### config.mk
export PLATFORM = sky130hd
export DESIGN_NAME = lcp_report
export DESIGN_NICKNAME = d
export VERILOG_FILES = /design/src/rtl/lcp_pkg.sv /design/src/rtl/lcp_report.sv
export SDC_FILE = /design/constraint.sdc
export NUM_CORES = 1
export LEC_CHECK = 0
export BUFFER_PORTS_ARGS = -buffer_cell sky130_fd_sc_hd__buf_2
export CAP_MARGIN = 30
export CORE_AREA = 2 2 544 546
export DETAILED_ROUTE_END_ITERATION = 8
export DIE_AREA = 0 0 546 548
export PLACE_DENSITY_LB_ADDON = 0.12
export SLEW_MARGIN = 10
export SYNTH_ARGS = -nofsm -noshare
export SYNTH_HDL_FRONTEND = slang
export SYNTH_SLANG_ARGS = --single-unit
### constraint.sdc
create_clock -name clock -period 11.5 [get_ports clock]
set_input_delay 1.725 -clock clock [delete_from_list [all_inputs] [get_ports clock]]
set_output_delay 1.725 -clock clock [all_outputs]
set_load 0.02 [all_outputs]
### src/rtl/lcp_pkg.sv
package lcp_pkg;

   localparam logic [2:0] OP_TOUCH_ENTER = 3'd0;
   localparam logic [2:0] OP_TOUCH_LEAVE = 3'd1;
   localparam logic [2:0] OP_LOCK_REQ    = 3'd2;
   localparam logic [2:0] OP_LOCK_DONE   = 3'd3;
   localparam logic [2:0] OP_UNLOCK      = 3'd4;
   localparam logic [2:0] OP_REPORT      = 3'd5;

   localparam int WORDS_GLOBAL = 11;
   localparam int WORDS_PATH   = 14;
   localparam int WORDS_TOTAL  = 39;
   localparam logic [5:0] LAST_WORD = 6'd38;

   localparam logic [31:0] WAIT_LIM0 = 32'd10;
   localparam logic [31:0] WAIT_LIM1 = 32'd100;
   localparam logic [31:0] WAIT_LIM2 = 32'd1000;
   localparam logic [31:0] WAIT_LIM3 = 32'd5000;
   localparam logic [31:0] WAIT_LIM4 = 32'd10000;

   typedef struct packed {
      logic [2:0]  op;
      logic [7:0]  task_req;
      logic [31:0] mutex_id;
      logic [31:0] now_us;
      logic [31:0] wait_us;
      logic        ok;
      logic        req_path;
      logic [7:0]  req_owner;
      logic        req_owner_path;
   } req_type;

   typedef struct packed {
      logic        is_target;
      logic        path;
      logic [7:0]  owner_id;
      logic        owner_side;
      logic [5:0]  word_index;
      logic [63:0] word_value;
      logic        last;
   } rsp_type;

   // per-path metric set
   typedef struct packed {
      logic [31:0]      call_count;
      logic [31:0]      error_count;
      logic [63:0]      wait_sum;
      logic [31:0]      wait_peak;
      logic [4:0][31:0] wait_bkt;
      logic [63:0]      hold_sum;
      logic [31:0]      hold_peak;
      logic [2:0][31:0] hold_bkt;
   } path_stats_type;

   // global state snapshot for report words 0..10
   typedef struct packed {
      logic [31:0] target_lock;
      logic [31:0] discovered_count;
      logic [7:0]  holder_task;
      logic        holder_path;
      logic [31:0] worst_wait;
      logic [7:0]  worst_waiter;
      logic        worst_waiter_path;
      logic [7:0]  worst_blocker;
      logic        worst_blocker_path;
      logic [31:0] unknown_owner_count;
      logic [31:0] mismatch_count;
   } glob_stats_type;

endpackage

### src/rtl/lcp_report.sv
// Report sequencer: snapshots the statistics and emits 39 words, or passes on
// single results, through a two-entry output stage; the input is held while a
// report runs or once the overflow slot fills.
module lcp_report (
   input  logic                        clock,
   input  logic                        reset,
   input  logic                        start,
   input  logic                        single,
   input  lcp_pkg::rsp_type            single_rsp,
   input  lcp_pkg::glob_stats_type     glob,
   input  lcp_pkg::path_stats_type [1:0] stats,
   output logic                        busy,
   output logic                        rsp_valid,
   input  logic                        rsp_ready,
   output lcp_pkg::rsp_type            rsp_data
);

   lcp_pkg::glob_stats_type      glob_ff, glob_in;
   lcp_pkg::path_stats_type [1:0] stats_ff, stats_in;
   logic       run_ff, run_in;
   logic [5:0] idx_ff, idx_in;
   // skid stage: main output and overflow slot
   logic       out_v_ff, out_v_in, skid_v_ff, skid_v_in;
   lcp_pkg::rsp_type out_ff, out_in, skid_ff, skid_in;

   logic             gen_v;
   lcp_pkg::rsp_type gen;
   logic [63:0]      wv;
   logic [5:0]       rel;
   logic             pth;
   logic [3:0]       j;

   // select report word
   always_comb begin
      wv  = '0;
      pth = 1'b0;
      rel = '0;
      j   = '0;
      case (idx_ff)
         6'd0:  wv = {32'd0, glob_ff.target_lock};
         6'd1:  wv = {32'd0, glob_ff.discovered_count};
         6'd2:  wv = {56'd0, glob_ff.holder_task};
         6'd3:  wv = {63'd0, glob_ff.holder_path};
         6'd4:  wv = {32'd0, glob_ff.worst_wait};
         6'd5:  wv = {56'd0, glob_ff.worst_waiter};
         6'd6:  wv = {63'd0, glob_ff.worst_waiter_path};
         6'd7:  wv = {56'd0, glob_ff.worst_blocker};
         6'd8:  wv = {63'd0, glob_ff.worst_blocker_path};
         6'd9:  wv = {32'd0, glob_ff.unknown_owner_count};
         6'd10: wv = {32'd0, glob_ff.mismatch_count};
         default: begin
            rel = idx_ff - 6'(lcp_pkg::WORDS_GLOBAL);
            pth = (rel >= 6'(lcp_pkg::WORDS_PATH));
            j   = pth ? 4'(rel - 6'(lcp_pkg::WORDS_PATH)) : rel[3:0];
            case (j)
               4'd0:  wv = {32'd0, stats_ff[pth].call_count};
               4'd1:  wv = {32'd0, stats_ff[pth].error_count};
               4'd2:  wv = stats_ff[pth].wait_sum;
               4'd3:  wv = {32'd0, stats_ff[pth].wait_peak};
               4'd4:  wv = {32'd0, stats_ff[pth].wait_bkt[0]};
               4'd5:  wv = {32'd0, stats_ff[pth].wait_bkt[1]};
               4'd6:  wv = {32'd0, stats_ff[pth].wait_bkt[2]};
               4'd7:  wv = {32'd0, stats_ff[pth].wait_bkt[3]};
               4'd8:  wv = {32'd0, stats_ff[pth].wait_bkt[4]};
               4'd9:  wv = stats_ff[pth].hold_sum;
               4'd10: wv = {32'd0, stats_ff[pth].hold_peak};
               4'd11: wv = {32'd0, stats_ff[pth].hold_bkt[0]};
               4'd12: wv = {32'd0, stats_ff[pth].hold_bkt[1]};
               4'd13: wv = {32'd0, stats_ff[pth].hold_bkt[2]};
               default: wv = '0;
            endcase
         end
      endcase
   end

   // pick the generated response: report word or single result
   always_comb begin
      gen   = single_rsp;
      gen_v = single;
      if (run_ff) begin
         gen_v           = 1'b1;
         gen             = '0;
         gen.word_index  = idx_ff;
         gen.word_value  = wv;
         gen.last        = (idx_ff == lcp_pkg::LAST_WORD);
      end
   end

   // the report walks only while the skid slot is free
   logic advance;
   assign advance = run_ff && !skid_v_ff;

   always_comb begin
      glob_in  = glob_ff;
      stats_in = stats_ff;
      run_in   = run_ff;
      idx_in   = idx_ff;
      if (start) begin
         glob_in  = glob;
         stats_in = stats;
         run_in   = 1'b1;
         idx_in   = '0;
      end else if (advance) begin
         idx_in = idx_ff + 6'd1;
         if (idx_ff == lcp_pkg::LAST_WORD) run_in = 1'b0;
      end
   end

   // output stage with skid slot
   logic push;
   assign push = run_ff ? advance : gen_v;

   always_comb begin
      out_v_in  = out_v_ff;
      out_in    = out_ff;
      skid_v_in = skid_v_ff;
      skid_in   = skid_ff;
      if (!out_v_ff || rsp_ready) begin
         if (skid_v_ff) begin
            out_v_in  = 1'b1;
            out_in    = skid_ff;
            skid_v_in = 1'b0;
            if (push) begin
               skid_v_in = 1'b1;
               skid_in   = gen;
            end
         end else begin
            out_v_in = push;
            out_in   = gen;
         end
      end else if (push) begin
         skid_v_in = 1'b1;
         skid_in   = gen;
      end
   end

   always_ff @(posedge clock) begin
      if (reset) begin
         run_ff    <= 1'b0;
         idx_ff    <= '0;
         out_v_ff  <= 1'b0;
         skid_v_ff <= 1'b0;
      end else begin
         run_ff    <= run_in;
         idx_ff    <= idx_in;
         out_v_ff  <= out_v_in;
         skid_v_ff <= skid_v_in;
      end
      glob_ff  <= glob_in;
      stats_ff <= stats_in;
      out_ff   <= out_in;
      skid_ff  <= skid_in;
   end

   assign busy      = run_ff || skid_v_ff;
   assign rsp_valid = out_v_ff;
   assign rsp_data  = out_ff;

endmodule
# --- Word level (Yosys, flattened, before mapping) ---
# Index checks and enable logic that the tools add are counted.
word_totals:
  ff_bits: 1384
  inputBits: 1298
  word_cells: 118
  out_inout_bits: 84
op_classes:
  n_reduce_logical: 12
  n_eq_ne: 25
  n_mux: 19
  n_lt_le_gt_ge: 2
  n_addsub: 3
ops:
  columns: ["op", "n"]
  rows:
  - ["2-to-1 mux 512 bit", 2]
  - ["one-hot mux 64 bit (14 select lines)", 1]
  - ["one-hot mux 64 bit (11 select lines)", 1]
  - ["2-to-1 mux 82 bit", 5]
  - ["equality test 4 bit, second input constant", 6]
  - ["equality test 6 x 3 -> 1 bit, second input constant", 4]
  - ["equality test 6 x 4 -> 1 bit, second input constant", 3]
  - ["equality test 4 x 3 -> 1 bit, second input constant", 4]
  - ["equality test 6 x 2 -> 1 bit, second input constant", 2]
  - ["2-to-1 mux 1 bit", 9]
  - ["equality test 4 x 2 -> 1 bit, second input constant", 2]
  - ["adder 6 x 1 -> 6 bit, second input constant", 1]
  - ["equality test 6 x 1 -> 1 bit, second input constant", 1]
  - ["equality test 6 bit, second input constant", 1]
  - [">= comparator 6 x 4 -> 1 bit, second input constant", 1]
  - ["zero test 6 bit", 1]
  - ["nonzero test 2 bit", 3]
  - ["subtractor 6 x 4 -> 6 bit, second input constant", 1]
  - ["equality test 4 x 1 -> 1 bit, second input constant", 1]
  - ["zero test 4 bit", 1]
  - ["2-to-1 mux 4 bit", 1]
  - ["subtractor 4 bit, second input constant", 1]
  - ["zero test 1 bit", 2]
  - ["logical OR 1 bit", 2]
  - ["other kinds (5)", 5]

# --- Logic depth before layout (Yosys ltp) ---
logic_depth:
  depth_word: 10
  depth_mapped: 17
  mapped_depth_nobuf: 11

# --- Least setup slack after synthesis ---
# Ideal clock, no wire load.
synth_timing:
  path_type: "input to register"
  startpoint: "input rsp_ready"
  endpoint: "register skid_ff[0] (netlist name) (enable)"
  path_stages: 3
  n_path_buf: 0
  arrival_ps: 7275
  slack_ps: 3674
  required_time_ps: 10949
  setup_time_ps: 551
  cell_sequence: "nor2b_1 -> inv_1 -> a21oi_1"
synth_via:
  elab_chain_len: 2
synth_lines:
  columns: ["element", "line", "source"]
  rows:
  - ["start, declared", "lcp_report.sv:14", "input logic rsp_ready,"]
  - ["logical OR 1 bit", "lcp_report.sv:118", "if (!out_v_ff || rsp_ready) begin"]
  - ["inequality test 2 bit (no line)", null, null]
  - ["end signal, assigned", "lcp_report.sv:152", "skid_ff <= skid_in;"]
  - ["end, declared", "lcp_report.sv:24", "lcp_pkg::rsp_type out_ff, out_in, skid_ff, skid_in;"]
# No other way between the ends.
# A chain may end at the register's enable or synchronous reset.

# --- Worst setup path in the final report ---
layout_timing:
  startpoint: "register idx_ff[0]"
  endpoint: "register out_ff (netlist bit rsp_data[2]) (data pin)"
layout_via:
  elab_chain_len: 8
  word_cells_on_any_way: 35
  classes_between: "add/sub (2); order compare (1); eq/ne (23); mux (7); reduce/logical (2)"
layout_lines:
  columns: ["element", "line", "source"]
  rows:
  - ["start, declared", "lcp_report.sv:21", "logic [5:0] idx_ff, idx_in;"]
  - ["start signal, assigned", "lcp_report.sv:145", "idx_ff <= idx_in;"]
  - ["subtractor 6 x 4 -> 6 bit", "lcp_report.sv:52", "rel = idx_ff - 6'(lcp_pkg::WORDS_GLOBAL);"]
  - [">= comparator 6 x 4 -> 1 bit or subtractor 4 bit (tied branches)", "lcp_report.sv:53, lcp_report.sv:54", null]
  - ["2-to-1 mux 4 bit or 2-to-1 mux 512 bit (tied branches)", "lcp_report.sv:54, lcp_report.sv:69", null]
  - ["equality test 4 bit (tied with other cells)", "lcp_report.sv:55", "case (j)"]
  - ["one-hot mux 64 bit (14 select lines)", "lcp_report.sv:55", null]
  - ["one-hot mux 64 bit (11 select lines) (*)", "lcp_report.sv:39", "case (idx_ff)"]
  - ["2-to-1 mux 82 bit (*)", "lcp_report.sv:80", "if (run_ff) begin"]
  - ["2-to-1 mux 82 bit (*)", "lcp_report.sv:119", "if (skid_v_ff) begin"]
  - ["end signal, assigned", "lcp_report.sv:151", "out_ff <= out_in;"]
  - ["end, declared", "lcp_report.sv:24", null]
# Every way passes the cells marked *; elsewhere a longest branch is shown, timed or not. The select of a mux whose other input is x is not followed.

==> reports/metrics.cfg <==
[grt]
first_global_vias = 38700
grt_pass1_wl_microns = 378000
grt_overflow = 0
track_usage_pct = 18.9
antenna_found_initial = 324
grt_max_degree = 141

[worst_setup_path]
rrSetupSlack_ps = 4340
worstSetupEndpoint = rsp_data[2]
worstSetupPathType = reg -> reg
critPathRequiredTime_ps = 12180
cp_num_buf_inv = 5
crit_top_cell = buf_4
end_kind = flop
r2r-start = idx_ff[0]
worstSetupPathDepth = 14
critPathArrivalTime_ps = 7840
worstPathCellList = clkinv_1 -> ha_1 -> o2111a_1 -> a21o_2 -> nor2_8 -> buf_12 -> buf_4 -> buf_4 -> nand2_1 -> a21oi_1 -> o21ai_0 -> buf_4 -> a31o_2 -> o21ai_0
cp_max_fo = 61
r2r_cells = 14
max_stage_delay_ps = 740
crit_family = buffers and inverters
cp-start-kind = flop
slowest_stage = buf_4
r2r_end = rsp_data[2]
critical_path.startpoint = idx_ff[0]

[route]
dr.pass1.iters = 7
drcViolationCount = 0
ant_nets = 0
wl_microns = 293000
viasPerCell = 4.27
vias = 37500
wl_per_cell_microns = 33.4
drt_iter0_drc = 3260

[cts]
cts_inserted_buffers = 180
cts_root_buf = clkbuf_16
cts.clk_slew.worst_paths_ps = 60
ctsResizeCount = 0
ctsHtreeMaxLevel = 4
clockBufferDepth = 4
clock_latency_ps = 860
cts_hold_buf = 0
cts_tree = done
clock-sinks = 1384
cts_setup_buffers = 0

[die]
core_region_area_sq_mm = 0.293
num_rows = 199
ios = 1382
die_area_sq_mm = 0.299
fp.dieH_microns = 548
die_w_microns = 546
start_util_pct = 18.5

[yosys]
synth_mux_area_share_pct = 7.90
syn_nets = 4496
ys.flop_type = edfxtp_1
synth-simple-area-share_pct = 5.12
synth_top_family_by_area = compound AO/OA/AOI/OAI gates
synth_area_sq_mm = 0.0543
synth-xor-area-share_pct = 0.129
synth_cell_types = 79
synthCells = 3193
ys_warn_count = 0
synth_adder_area_share_pct = 0.115
yosysSeqAreaShare_pct = 76.4
synth_compound_area_share_pct = 8.61
synth_seq_cells = 1384
async_flop_share_pct = 0
synth.avg_cell_area_sq_um = 17.0
synth_edf_count = 1375

[pwr]
powerDensity_mw_per_mm2 = 178
ir_drop_v = 0.000126
p_leak_nw = 25.7

[timing]
worst_slew_pin_slew_ps = 1060
finalHoldViolations = 0
layout_min_cycle_time_ps = 7160
tns_ps = 0
fin_crit_sh_pct = 62.2
rsz0062_at_grt = no
fin_ws_ps = 4340
finalSetupViolations = 0
drv_slew = 0
relSlewSlack_pct = 29.0
skew_ps = 62.5
fmax_mhz = 140

[placed_design]
place_ws_ps = 4100
dp_hpwl_microns = 225000
gp_congestion = 0.802
io_buffers = 1381

[layout]
layout-drive-gt1-share_pct = 40.1
multi_input_area_sq_mm = 0.0122
num-fill-cells = 30900
synthToLayoutAreaGrowth_pct = 33.2
layout.area.seq_sq_mm = 0.0415
fin_nets = 5958

[status]
status = complete, no violations

[hold_path]
hold_class = reg -> reg

[flow_run]
maxCapViolCount = 0

[cell usage in the layout (no fill, tap or decap), types with 47 or more instances in the layout]
master | synthesis | routed
diode_2 | 0 | 70
mux2_2 | 72 | 72
nor3_1 | 47 | 47
nand2_1 | 304 | 300
o21ai_0 | 54 | 49
clkbuf_1 | 124 | 47
a21oi_1 | 169 | 164
mux4_2 | 57 | 57
mux2i_1 | 219 | 219
buf_2 | 31 | 1385
nor2_1 | 60 | 60
buf_4 | 24 | 75
edfxtp_1 | 1375 | 1375
nand3_1 | 56 | 56
clkbuf_16 | 0 | 183
[worst min path at each step]
stage	end	cells past startpoint	from	slack (ps)
floorplan	rsp_data[10]	2	skid_ff[10]	510
global placement	rsp_data[25]	2	skid_ff[25]	520
detailed placement	rsp_data[18]	2	skid_ff[18]	530
CTS	rsp_data[18]	2	skid_ff[18]	530
global route	rsp_data[58]	1	skid_ff[58]	560
finish	rsp_data[18]	2	skid_ff[18]	530
[through the flow]
| stage | hold slack [ps] | utilization (%) | cells | power (mW) | instance area (sq um) |
|---|---|---|---|---|---|
| final | 532 | 24.7 | 8783 | 12.8 | 72300 |
| after global routing | 559 | 24.6 | 8730 | 13.3 | 72200 |
| after CTS | 526 | 24.6 | 8712 | 13.1 | 72100 |
| after detailed placement | 529 | 22.7 | 8391 | 7.35 | 66400 |
| after global placement | 523 | 22.6 | 8375 | 7.34 | 66200 |
| after floorplan | 513 | - | 3193 | 6.51 | 54300 |
[routing by layer]
layer,wire length [microns],vias up,GRT usage [%]
li1,-,16000,-
met1,118000,18800,22.7
met2,142000,1848,32.5
met3,24800,716,6.56
met4,7040,196,3.87
met5,1260,-,0
[logic make-up after synthesis]
kind of cell | count (synthesis)
DFF | 1384
AOI/OAI and AO/OA | 650
and+or+nand+nor | 594
muxes | 348
buffers and inverters | 204
xor gates and xnor gates | 8
adders and majority gates | 5
[sequential cells by signal, summed over array words and instances, names as in the netlist]
signal,flops
rsp_data,82
idx_ff,6
skid_ff,82
skid_v_ff,1
rsp_valid,1
run_ff,1
stats_ff,1024
glob_ff,187
[Yosys cell counts (11+ instances only)]
cell / count / area share, %
nor2b_1: 17 / 0.20
clkbuf_1: 124 / 0.86
a21oi_1: 169 / 1.6
nor4_1: 12 / 0.14
mux2i_1: 219 / 4.0
a211oi_1: 28 / 0.39
a31o_2: 13 / 0.21
and4_1: 26 / 0.42
o22a_1: 40 / 0.65
o221ai_1: 20 / 0.32
or4_1: 12 / 0.17
o22ai_1: 45 / 0.52
nor2_1: 60 / 0.41
buf_2: 31 / 0.29
nand3_1: 56 / 0.52
a221o_1: 27 / 0.50
buf_1: 12 / 0.083
mux4_2: 57 / 2.4
a222oi_1: 33 / 0.61
o2bb2ai_1: 40 / 0.65
a221oi_1: 11 / 0.18
nor3_1: 47 / 0.43
o21ai_1: 17 / 0.16
a22o_1: 11 / 0.18
o31ai_1: 24 / 0.33
a22oi_1: 15 / 0.21
mux2_2: 72 / 1.5
edfxtp_1: 1375 / 76
o21ai_0: 54 / 0.50
or3_1: 11 / 0.13
nand2_1: 304 / 2.1
and3_1: 30 / 0.35
buf_4: 24 / 0.33
a21boi_0: 12 / 0.17
[power by group]
group,internal (mW),switching [mW],total (mW)
Clock,3.30,2.34,5.63
Combinational,0.359,0.658,1.02
Sequential,6.02,0.170,6.19
[final cells by class]
cell class	instances	share of cell area, %
timing repair buffer	1478	10.9
sequential	1384	57.4
multi-input combinational	1605	16.8
inverter	6	0.0415
clock inverter	91	1.29
tap	3919	6.78
clock buffer	230	6.58
antenna	70	0.242
[worst min-delay path, delay by kind of cell, from the launching register on]
kind	cells	cell delay (ps)
DFF	1	320
AOI/OAI and AO/OA	2	120
Note: power is estimated with default switching activity, not from simulation.
